## src/hw/rtl/scfp_pkg.sv

```systemverilog
package scfp_pkg;

  localparam int unsigned ByteW  = 8;
  localparam int unsigned HalfW  = 7;
  localparam int unsigned ValueW = 2 * HalfW;

  // configuration register indexes
  localparam int unsigned CfgIdxW = 1;
  localparam logic [CfgIdxW-1:0] REG_SET_CODE = 1'd0;
  localparam logic [CfgIdxW-1:0] REG_GET_CODE = 1'd1;

  localparam logic [ByteW-1:0] SetCodeRst = 8'h80;
  localparam logic [ByteW-1:0] GetCodeRst = 8'h81;

  // parse phases
  localparam logic [1:0] PH_INDEX = 2'd0;
  localparam logic [1:0] PH_COUNT = 2'd1;
  localparam logic [1:0] PH_LOW   = 2'd2;
  localparam logic [1:0] PH_HIGH  = 2'd3;

  // result kinds
  localparam logic KIND_GET = 1'b0;
  localparam logic KIND_SET = 1'b1;

  typedef struct packed {
    logic [ByteW-1:0] set_code;
    logic [ByteW-1:0] get_code;
  } codes_t;

  typedef struct packed {
    logic              kind;
    logic [HalfW-1:0]  first_index;
    logic [HalfW-1:0]  value_count;
    logic [HalfW-1:0]  value_pos;
    logic [ValueW-1:0] value;
    logic              last;
  } res_t;

endpackage

```

## src/hw/rtl/scfp_byte_if.sv

```systemverilog
interface scfp_byte_if;
  import scfp_pkg::*;

  logic             valid;
  logic             ready;
  logic [ByteW-1:0] rx_byte;

  modport source (output valid, output rx_byte, input ready);
  modport sink   (input valid, input rx_byte, output ready);
endinterface

```

## src/hw/rtl/scfp_res_if.sv

```systemverilog
interface scfp_res_if;
  import scfp_pkg::*;

  logic              valid;
  logic              ready;
  logic              kind;
  logic [HalfW-1:0]  first_index;
  logic [HalfW-1:0]  value_count;
  logic [HalfW-1:0]  value_pos;
  logic [ValueW-1:0] value;
  logic              last;

  modport source (output valid, output kind, output first_index, output value_count,
                  output value_pos, output value, output last, input ready);
  modport sink   (input valid, input kind, input first_index, input value_count,
                  input value_pos, input value, input last, output ready);
endinterface

```

## src/hw/rtl/scfp_cfg_if.sv

```systemverilog
interface scfp_cfg_if;
  import scfp_pkg::*;

  logic               valid;
  logic               ready;
  logic [CfgIdxW-1:0] index;
  logic [ByteW-1:0]   data;

  modport source (output valid, output index, output data, input ready);
  modport sink   (input valid, input index, input data, output ready);
endinterface

```

## src/hw/rtl/scfp_parser.sv

```systemverilog
module scfp_parser (
  input  logic                    clk_i,
  input  logic                    rst_ni,
  input  logic                    step_i,
  input  logic [scfp_pkg::ByteW-1:0] rx_byte_i,
  input  scfp_pkg::codes_t        codes_i,
  output logic                    res_valid_o,
  output scfp_pkg::res_t          res_o
);
  import scfp_pkg::*;

  logic             receiving_q, receiving_d;
  logic [1:0]       phase_q, phase_d;
  logic             is_get_q, is_get_d;
  logic [HalfW-1:0] index_q, index_d;
  logic [HalfW-1:0] count_q, count_d;
  logic [HalfW-1:0] pos_q, pos_d;
  logic [HalfW-1:0] low_q, low_d;

  logic             is_hdr;
  logic [HalfW-1:0] data7;
  logic             hit_set, hit_get;
  logic [HalfW:0]   pos_inc;
  logic             is_last;

  assign is_hdr  = rx_byte_i[ByteW-1];
  assign data7   = rx_byte_i[HalfW-1:0];
  assign hit_set = (rx_byte_i == codes_i.set_code);
  assign hit_get = (rx_byte_i == codes_i.get_code);
  assign pos_inc = {1'b0, pos_q} + {{HalfW{1'b0}}, 1'b1};
  assign is_last = (pos_inc >= {1'b0, count_q});

  always_comb begin
    receiving_d = receiving_q;
    phase_d     = phase_q;
    is_get_d    = is_get_q;
    index_d     = index_q;
    count_d     = count_q;
    pos_d       = pos_q;
    low_d       = low_q;
    res_valid_o = 1'b0;
    res_o.kind        = KIND_SET;
    res_o.first_index = index_q;
    res_o.value_count = count_q;
    res_o.value_pos   = pos_q;
    res_o.value       = {data7, low_q};
    res_o.last        = is_last;

    if (is_hdr) begin
      // any header closes the open frame; a known code opens a new one
      receiving_d = hit_set || hit_get;
      phase_d     = PH_INDEX;
      pos_d       = '0;
      if (hit_set || hit_get) begin
        is_get_d = !hit_set;
      end
    end else if (receiving_q) begin
      case (phase_q)
        PH_INDEX: begin
          index_d = data7;
          phase_d = PH_COUNT;
        end
        PH_COUNT: begin
          count_d = data7;
          res_o.value_count = data7;
          if (is_get_q) begin
            receiving_d       = 1'b0;
            phase_d           = PH_INDEX;
            res_valid_o       = 1'b1;
            res_o.kind        = KIND_GET;
            res_o.value_pos   = '0;
            res_o.value       = '0;
            res_o.last        = 1'b1;
          end else begin
            pos_d = '0;
            if (data7 == '0) begin
              // empty set frame closes right here
              receiving_d = 1'b0;
              phase_d     = PH_INDEX;
            end else begin
              phase_d = PH_LOW;
            end
          end
        end
        PH_LOW: begin
          low_d   = data7;
          phase_d = PH_HIGH;
        end
        PH_HIGH: begin
          res_valid_o = 1'b1;
          if (is_last) begin
            receiving_d = 1'b0;
            phase_d     = PH_INDEX;
          end else begin
            pos_d   = pos_inc[HalfW-1:0];
            phase_d = PH_LOW;
          end
        end
        default: begin
          phase_d = PH_INDEX;
        end
      endcase
    end
  end

  always_ff @(posedge clk_i or negedge rst_ni) begin
    if (!rst_ni) begin
      receiving_q <= 1'b0;
      phase_q     <= PH_INDEX;
      is_get_q    <= 1'b0;
      index_q     <= '0;
      count_q     <= '0;
      pos_q       <= '0;
      low_q       <= '0;
    end else if (step_i) begin
      receiving_q <= receiving_d;
      phase_q     <= phase_d;
      is_get_q    <= is_get_d;
      index_q     <= index_d;
      count_q     <= count_d;
      pos_q       <= pos_d;
      low_q       <= low_d;
    end
  end

endmodule

```

## src/hw/rtl/seven_bit_command_frame_parser.sv

```systemverilog
// channel   dir  modport  carries
// rx_i      in   sink     rx_byte, one received byte per request
// res_o     out  source   kind, first_index, value_count, value_pos, value, last
// cfg_i     in   sink     index (0 set_code, 1 get_code), data
//
// one byte accepted per cycle when the result side keeps up
// a byte waits in the input register until parsed, its result is then registered in the result register
// bytes with no result pass through the input register and leave nothing behind
// a stalled result holds the input register; rx_i.ready falls only then
// async active-low reset clears parse state and reloads both codes
module seven_bit_command_frame_parser (
  input  logic       clk_i,
  input  logic       rst_ni,
  scfp_byte_if.sink  rx_i,
  scfp_res_if.source res_o,
  scfp_cfg_if.sink   cfg_i
);
  import scfp_pkg::*;

  // configuration registers, always ready
  codes_t codes_q;

  // input register
  logic             in_valid_q;
  logic [ByteW-1:0] in_byte_q;

  // result register
  logic             out_valid_q, out_valid_d;
  res_t             out_res_q;

  // parser step outputs
  logic             step;
  logic             out_free;
  logic             par_valid;
  res_t             par_res;

  assign cfg_i.ready = 1'b1;

  always_ff @(posedge clk_i or negedge rst_ni) begin
    if (!rst_ni) begin
      codes_q.set_code <= SetCodeRst;
      codes_q.get_code <= GetCodeRst;
    end else if (cfg_i.valid) begin
      case (cfg_i.index)
        REG_SET_CODE: codes_q.set_code <= cfg_i.data;
        REG_GET_CODE: codes_q.get_code <= cfg_i.data;
        default: begin
        end
      endcase
    end
  end

  // result register frees up this cycle if empty or being taken
  assign out_free   = !out_valid_q || res_o.ready;
  // the held byte is parsed once there is room for a possible result
  assign step       = in_valid_q && out_free;
  assign rx_i.ready = !in_valid_q || out_free;

  always_ff @(posedge clk_i or negedge rst_ni) begin
    if (!rst_ni) begin
      in_valid_q <= 1'b0;
    end else if (rx_i.ready) begin
      in_valid_q <= rx_i.valid;
    end
  end

  always_ff @(posedge clk_i) begin
    if (rx_i.valid && rx_i.ready) begin
      in_byte_q <= rx_i.rx_byte;
    end
  end

  scfp_parser u_parser (
    .clk_i       (clk_i),
    .rst_ni      (rst_ni),
    .step_i      (step),
    .rx_byte_i   (in_byte_q),
    .codes_i     (codes_q),
    .res_valid_o (par_valid),
    .res_o       (par_res)
  );

  assign out_valid_d = (out_valid_q && !res_o.ready) || (step && par_valid);

  always_ff @(posedge clk_i or negedge rst_ni) begin
    if (!rst_ni) begin
      out_valid_q <= 1'b0;
    end else begin
      out_valid_q <= out_valid_d;
    end
  end

  always_ff @(posedge clk_i) begin
    if (step && par_valid) begin
      out_res_q <= par_res;
    end
  end

  assign res_o.valid       = out_valid_q;
  assign res_o.kind        = out_res_q.kind;
  assign res_o.first_index = out_res_q.first_index;
  assign res_o.value_count = out_res_q.value_count;
  assign res_o.value_pos   = out_res_q.value_pos;
  assign res_o.value       = out_res_q.value;
  assign res_o.last        = out_res_q.last;

endmodule
```

## src/flat_wrapper.sv

```systemverilog
// flat-port wrapper written by rule: the top's interface ports become plain ports
module seven_bit_command_frame_parser_flat import scfp_pkg::*;
  (clk_i, rst_ni, rx_i_valid, rx_i_rx_byte, rx_i_ready, res_o_valid, res_o_kind, res_o_first_index, res_o_value_count, res_o_value_pos, res_o_value, res_o_last, res_o_ready, cfg_i_valid, cfg_i_index, cfg_i_data, cfg_i_ready);
  scfp_byte_if rx_i_i ();
  scfp_res_if res_o_i ();
  scfp_cfg_if cfg_i_i ();
  input  logic clk_i;
  input  logic rst_ni;
  input wire logic [$bits(rx_i_i.valid)-1:0] rx_i_valid;
  input wire logic [$bits(rx_i_i.rx_byte)-1:0] rx_i_rx_byte;
  output wire logic [$bits(rx_i_i.ready)-1:0] rx_i_ready;
  output wire logic [$bits(res_o_i.valid)-1:0] res_o_valid;
  output wire logic [$bits(res_o_i.kind)-1:0] res_o_kind;
  output wire logic [$bits(res_o_i.first_index)-1:0] res_o_first_index;
  output wire logic [$bits(res_o_i.value_count)-1:0] res_o_value_count;
  output wire logic [$bits(res_o_i.value_pos)-1:0] res_o_value_pos;
  output wire logic [$bits(res_o_i.value)-1:0] res_o_value;
  output wire logic [$bits(res_o_i.last)-1:0] res_o_last;
  input wire logic [$bits(res_o_i.ready)-1:0] res_o_ready;
  input wire logic [$bits(cfg_i_i.valid)-1:0] cfg_i_valid;
  input wire logic [$bits(cfg_i_i.index)-1:0] cfg_i_index;
  input wire logic [$bits(cfg_i_i.data)-1:0] cfg_i_data;
  output wire logic [$bits(cfg_i_i.ready)-1:0] cfg_i_ready;
  assign rx_i_i.valid = rx_i_valid;
  assign rx_i_i.rx_byte = rx_i_rx_byte;
  assign rx_i_ready = rx_i_i.ready;
  assign res_o_valid = res_o_i.valid;
  assign res_o_kind = res_o_i.kind;
  assign res_o_first_index = res_o_i.first_index;
  assign res_o_value_count = res_o_i.value_count;
  assign res_o_value_pos = res_o_i.value_pos;
  assign res_o_value = res_o_i.value;
  assign res_o_last = res_o_i.last;
  assign res_o_i.ready = res_o_ready;
  assign cfg_i_i.valid = cfg_i_valid;
  assign cfg_i_i.index = cfg_i_index;
  assign cfg_i_i.data = cfg_i_data;
  assign cfg_i_ready = cfg_i_i.ready;
  seven_bit_command_frame_parser u_core (.clk_i(clk_i), .rst_ni(rst_ni), .rx_i(rx_i_i), .res_o(res_o_i), .cfg_i(cfg_i_i));
endmodule
```

## config.mk

```make
export PLATFORM = sky130hd
export DESIGN_NAME = seven_bit_command_frame_parser_flat
export DESIGN_NICKNAME = d
export VERILOG_FILES = /design/src/hw/rtl/scfp_pkg.sv /design/src/hw/rtl/scfp_byte_if.sv /design/src/hw/rtl/scfp_res_if.sv /design/src/hw/rtl/scfp_cfg_if.sv /design/src/hw/rtl/scfp_parser.sv /design/src/hw/rtl/seven_bit_command_frame_parser.sv /design/src/flat_wrapper.sv
export SDC_FILE = /design/constraint.sdc
export NUM_CORES = 1
export LEC_CHECK = 0
export BUFFER_PORTS_ARGS = -buffer_cell sky130_fd_sc_hd__buf_2
export CAP_MARGIN = 10
export CORE_MARGIN = 4
export CORE_UTILIZATION = 50
export CTS_BUF_LIST = sky130_fd_sc_hd__clkbuf_8
export DETAILED_ROUTE_END_ITERATION = 10
export GPL_ROUTABILITY_DRIVEN = 1
export MAX_ROUTING_LAYER = met4
export PLACE_DENSITY = 0.81
export RECOVER_POWER = 25
export SLEW_MARGIN = 25
export SYNTH_ARGS = -nofsm -noshare
export SYNTH_HDL_FRONTEND = slang
export SYNTH_SLANG_ARGS = --single-unit
```

## constraint.sdc

```tcl
create_clock -name clk_i -period 2.7 [get_ports clk_i]
set_input_delay 0.54 -clock clk_i [delete_from_list [all_inputs] [get_ports clk_i]]
set_output_delay 0.54 -clock clk_i [all_outputs]
set_load 0.03 [all_outputs]
```

# == Word level (Yosys, flattened, before mapping) ==
# Cells that the tools add are included.
# Widths: inputs -> output; s select.
# totals
inputBits,22
wordCells,82
register_bits,95
out_inout_bits,40
# classes
addsub,1
order_cmp,1
eq_ne,7
muxes,26
n_bitwise,4
reduce_logical,25
# ops
op,n
$mux 29,3
$mux 7,4
$mux 22,1
$eq 8x8->1,2
$pmux 7 s2,1
$reduce_and 4->1,3
$mux 2,5
$mux 1,9
$add 7x1->8 const B,1
$ge 8x7->1,1
$pmux 2 s4,1
$logic_not 7->1,1
$ne 3x2->1 const B,2
$reduce_and 2->1,3
$reduce_and 5->1,1
$eq 2x2->1 const B,2
$logic_and 1x1->1,4
$logic_not 1->1,4
$logic_or 1x1->1,4
$not 1->1,4
$pmux 1 s2,2
$reduce_and 3->1,1
$reduce_bool 3->1,1
$reduce_or 3->1,1
other kinds (3),3

# == Longest topological paths before layout ==
# logic_depth
ltp_word,6
mapped_depth,10
ltp_nobuf,9

# == By module ==
# From an unflattened synthesis, not the netlist that was laid out.
# unflattened
cells_unflattened,301
hier_area_um2,4216.5
# modules_own_cells
mod,area_per_inst_um2,instances,cells_each
scfp_parser,2112.0,1,209
seven_bit_command_frame_parser,2104.5,1,92

# == Least setup slack after synthesis ==
# Ideal clock, no wire load.
# synth_timing
path_type,input to register
from,input res_o_ready
to,"register u_core.out_res_q (netlist bit u_core.res_o.first_index[0]), enable pin"
stages,5
required_ns,2.269
arrival_time_ns,2.604
slack_ns,-0.335
path_buffers,1
setup_ns,0.431
path_cell_list,nand2b_1 > and2_1 > buf_4 > nand2_1 > nor2_1
# synth_via
elab_chain_len,3
# synth_rtl
item,line_no,source
start: declaration,flat_wrapper.sv:19,input wire logic [$bits(res_o_i.ready)-1:0] res_o_ready;
$logic_or 1x1->1,seven_bit_command_frame_parser.sv:54,assign out_free = !out_valid_q || res_o.ready;
$logic_and 1x1->1,seven_bit_command_frame_parser.sv:56,assign step = in_valid_q && out_free;
$logic_and 1x1->1,seven_bit_command_frame_parser.sv:94,if (step && par_valid) begin
end signal: assignment,seven_bit_command_frame_parser.sv:95,out_res_q <= par_res;
end: declaration,seven_bit_command_frame_parser.sv:29,res_t out_res_q;
# No other way between the ends.
# A chain may end at the register's enable or synchronous reset.

# == Worst setup path in the final report ==
# layout_timing
from,register u_core.u_parser.pos_q[0]
to,register u_core.u_parser.pos_q[0]
# layout_via
elab_chain_len,5
# layout_rtl
item,line_no,source
start: declaration,scfp_parser.sv:17,"logic [HalfW-1:0] pos_q, pos_d;"
start signal: assignment,scfp_parser.sv:121,pos_q <= pos_d;
$add 7x1->8 *,scfp_parser.sv:30,"assign pos_inc = {1'b0, pos_q} + {{HalfW{1'b0}}, 1'b1};"
"parallel branches: the longest is 4 deep, another holds $ge 8x7->1",-,
# Every way passes the cells marked *. The select of a mux whose other input is x is not followed.

==> impl_metrics.json <==
{
  "cts_tree": "built",
  "drv_cap": 1,
  "cp_cell_sequence": "ha_1, xor2_1, ha_1, a211o_1, a31oi_1, o21ai_0, buf_4, nor3_4, a2bb2oi_1",
  "cp_num_buf_inv": 1,
  "outcome": "finished with violations",
  "cp-start-kind": "register",
  "power_switching_uw": 872.4,
  "rr_endpoint": "u_core.u_parser.pos_q[0]",
  "required_ps": 2980,
  "crit_arrival_ps": 2830,
  "synth.avg_cell_area_um2": 13.52,
  "antenna_cells": 0,
  "cts_num_sinks": 95,
  "p_comb_share_pct": 15.4,
  "setup-violations-final": 0,
  "holdPathEnd": "u_core.in_byte_q[4]",
  "synth_most_common_cell": "dfrtp_1",
  "dp.cells": 466,
  "grt_pass1_vias": 2605,
  "power.internal_uw": 2365,
  "holdWs_ps": 338.0,
  "fin_cells": 482,
  "yosysTopAreaCell": "edfxtp_1",
  "reg2reg_from": "u_core.u_parser.pos_q[0]",
  "slew_headroom_pct": -10.11,
  "cp_max_fo": 8,
  "htreeDepth": 3,
  "vias": 2577,
  "finClkSkew_ps": 13.82,
  "grt_util_all_layers_pct": 17.04,
  "period_minus_slack_ps": 2545,
  "clkSlewWorstSetupHoldPaths_ps": 90,
  "drt-initial-drc-count": 146,
  "viasPerCell": 5.346,
  "max_freq_mhz": 392.9,
  "final_antenna_net_count": 0,
  "worstSetupPathType": "reg -> reg",
  "avgRoutedWirePerCell_um": 16.32,
  "syn_nets": 345,
  "worst_slew_pin_slew_ps": 1652,
  "syn_area_um2": 4258,
  "ys_top_cells_by_count": "dfrtp_1, edfxtp_1, mux2_2",
  "grt_pass1_wl_um": 12740,
  "first_pass_iters": 4,
  "antenna_found_initial": 0,
  "synth_edf_count": 45,
  "routed_wl_um": 7867,
  "violations": "capacitance limit, slew limit",
  "slowest_delay_ps": 470,
  "syn_inst": 315,
  "grt_start_max_net_pins": 38,
  "leakage_uw": 0.002029,
  "synth_top_area_share_pct": 31.74,
  "synth-seq-cells": 95,
  "cts_made_buffers": 9,
  "crit_family": "compound AO/OA/AOI/OAI gates",
  "ys_seq_area_share_pct": 61.21,
  "final.setup.tns_ps": 0,
  "die_y_um": 100.3,
  "synthArstFlopShare_pct": 52.63,
  "dp_hpwl_um": 5601,
  "min_from": "rx_i_rx_byte[4]",
  "start_util_pct": 51.56,
  "root_buffer": "clkbuf_8",
  "seq_power_share_pct": 55.7,
  "ios": 62,
  "gr-total-overflow": 0,
  "core-area_um2": 8258,
  "ir_drop_uv": 390.7,
  "rsz0062_at_grt": "false",
  "cp-end-kind": "register",
  "num_rows": 33,
  "route.detailed.drc": 0,
  "port-buffer-count": 60,
  "min_path_type": "in -> reg",
  "fin_util_pct": 58.64,
  "power_density_nw_per_um2": 668.7,
  "r2r_slack_ps": 150,
  "cts_setup_buffers": 0,
  "r2r_cells": 9,
  "dieArea_um2": 10060,
  "worstSkewPairLatency_ps": 370,
  "synth_flop_cell": "dfrtp_1",
  "slowest_stage": "dfrtp_1",
  "fin_crit_sh_pct": 94.27,
  "yosys-top-cells-area": "edfxtp_1, dfrtp_1, mux2_2",
  "max-clock-path-buffers": 2,
  "crit_top_cell": "ha_1",
  "p_sw_share_pct": 26.94,
  "nNetsFinal": 402,
  "area_growth_pct": 13.72,
  "report.final.slew_viol_count": 30,
  "yosys_warnings": 0,
  "ys_types": 50,
  "hold_viol": 0,
  "die_width_um": 100.3,
  "drive_gt1_share_pct": 34.48,
  "hold_depth": 1,
  "power_frac_clock_pct": 28.9,
  "place_congestion": 0.8511
}
[how the worst max path moves through the flow]
stage                                   startpoint                           to  slack, ps  cells after the start
after floorplan                        res_o_ready  u_core.res_o.first_index[0]        280                      5
after global placement    u_core.u_parser.pos_q[0]     u_core.u_parser.pos_q[2]        220                      8
after detailed placement  u_core.u_parser.pos_q[0]     u_core.u_parser.pos_q[2]        140                      8
after CTS                 u_core.u_parser.pos_q[0]     u_core.u_parser.pos_q[2]        140                      8
after global routing      u_core.u_parser.pos_q[0]     u_core.u_parser.pos_q[0]         20                      9
final                     u_core.u_parser.pos_q[0]     u_core.u_parser.pos_q[0]        150                      9
[placed cells by master (no fill, tap or decap), types with 2 or more instances in the layout]
| cell type | n |
|---|---|
| a21boi_0 | 2 |
| a21oi_1 | 6 |
| a221o_1 | 4 |
| a31oi_1 | 4 |
| and2_1 | 22 |
| and3_1 | 4 |
| buf_2 | 59 |
| buf_4 | 3 |
| clkbuf_1 | 3 |
| clkbuf_8 | 9 |
| clkinv_2 | 2 |
| dfrtp_1 | 47 |
| dfstp_2 | 3 |
| edfxtp_1 | 45 |
| ha_1 | 8 |
| inv_1 | 9 |
| inv_6 | 2 |
| mux2_2 | 38 |
| nand2_1 | 23 |
| nand2b_1 | 3 |
| nand3_1 | 3 |
| nand3b_1 | 3 |
| nand3b_4 | 2 |
| nand4_1 | 5 |
| nor2_1 | 3 |
| nor2b_1 | 2 |
| nor3_4 | 2 |
| nor4_1 | 2 |
| o211ai_1 | 2 |
| o21ai_0 | 13 |
| xnor2_1 | 19 |
| xor2_1 | 2 |
[area by class of cell]
type	count	area (µm²)
Fill cell	656	3416
Timing Repair Buffer	66	349.1
Tap cell	105	131.4
Clock buffer	9	123.9
Clock inverter	7	72.57
Inverter	8	30.03
Sequential cell	95	2606
Multi-Input combinational cell	192	1529
[worst register-to-register path, stage by stage (launching register included)]
cell,delay (ps)
dfrtp_1,470
ha_1,310
xor2_1,170
ha_1,320
a211o_1,260
a31oi_1,180
o21ai_0,110
buf_4,170
nor3_4,300
a2bb2oi_1,190
[flip-flops by register name (all words and copies together) (netlist names)]
register / cells
u_core.codes_q: 16
u_core.res_o.value: 14
u_core.in_byte_q: 8
u_core.res_o.first_index: 7
u_core.res_o.value_count: 7
u_core.res_o.value_pos: 7
u_core.u_parser.count_q: 7
u_core.u_parser.index_q: 7
u_core.u_parser.low_q: 7
u_core.u_parser.pos_q: 7
u_core.u_parser.phase_q: 2
u_core.in_valid_q: 1
u_core.res_o.kind: 1
u_core.res_o.last: 1
u_core.res_o.valid: 1
u_core.u_parser.is_get_q: 1
u_core.u_parser.receiving_q: 1
[power groups by stage]
stage	clock network, µW	logic [µW]	registers (µW)
final	937	498	1800
after global routing	1030	546	1820
after CTS	959	496	1800
after detailed placement	0	496	1830
after global placement	0	474	1820
after floorplan	0	425	1760
[cells by family after synthesis]
kind of cell               count (synthesis)  share of synthesized area, %
DFF                                       95                         61.21
other                                      1                       0.08807
adders and majority gates                  8                         2.351
and+or+nand+nor                           82                         12.17
buffers and inverters                     28                         3.085
xor gates and xnor gates                  21                         4.320
AOI/OAI and AO/OA                         41                         6.494
muxes                                     39                         10.29
[metal layers]
metal	vias to the layer above	track usage [%]	part of all wire [%]	wire (µm)
met5	-	-	0	0
met4	0	5.596	1.8	138
met2	77	25.94	48	3744
li1	1243	-	-	-
met3	13	5.420	6.0	475
met1	1244	21.79	45	3509
[through the flow]
stage	cell area, µm²	total power, µW	setup WS [ps]
final	4842	3238	154.6
after global routing	4842	3392	17.66
after CTS	4850	3256	142.2
after detailed placement	4653	2329	140.3
after global placement	4653	2296	217.2
after floorplan	4260	2183	275.4
[what timing repair did]
| item | CTS | global route |
|---|---|---|
| setup endpoints to repair | 0 | 1 |
| hold buffers | 0 | 0 |
| gates resized for setup | 0 | 1 |
(Power assumes the default switching activity.)
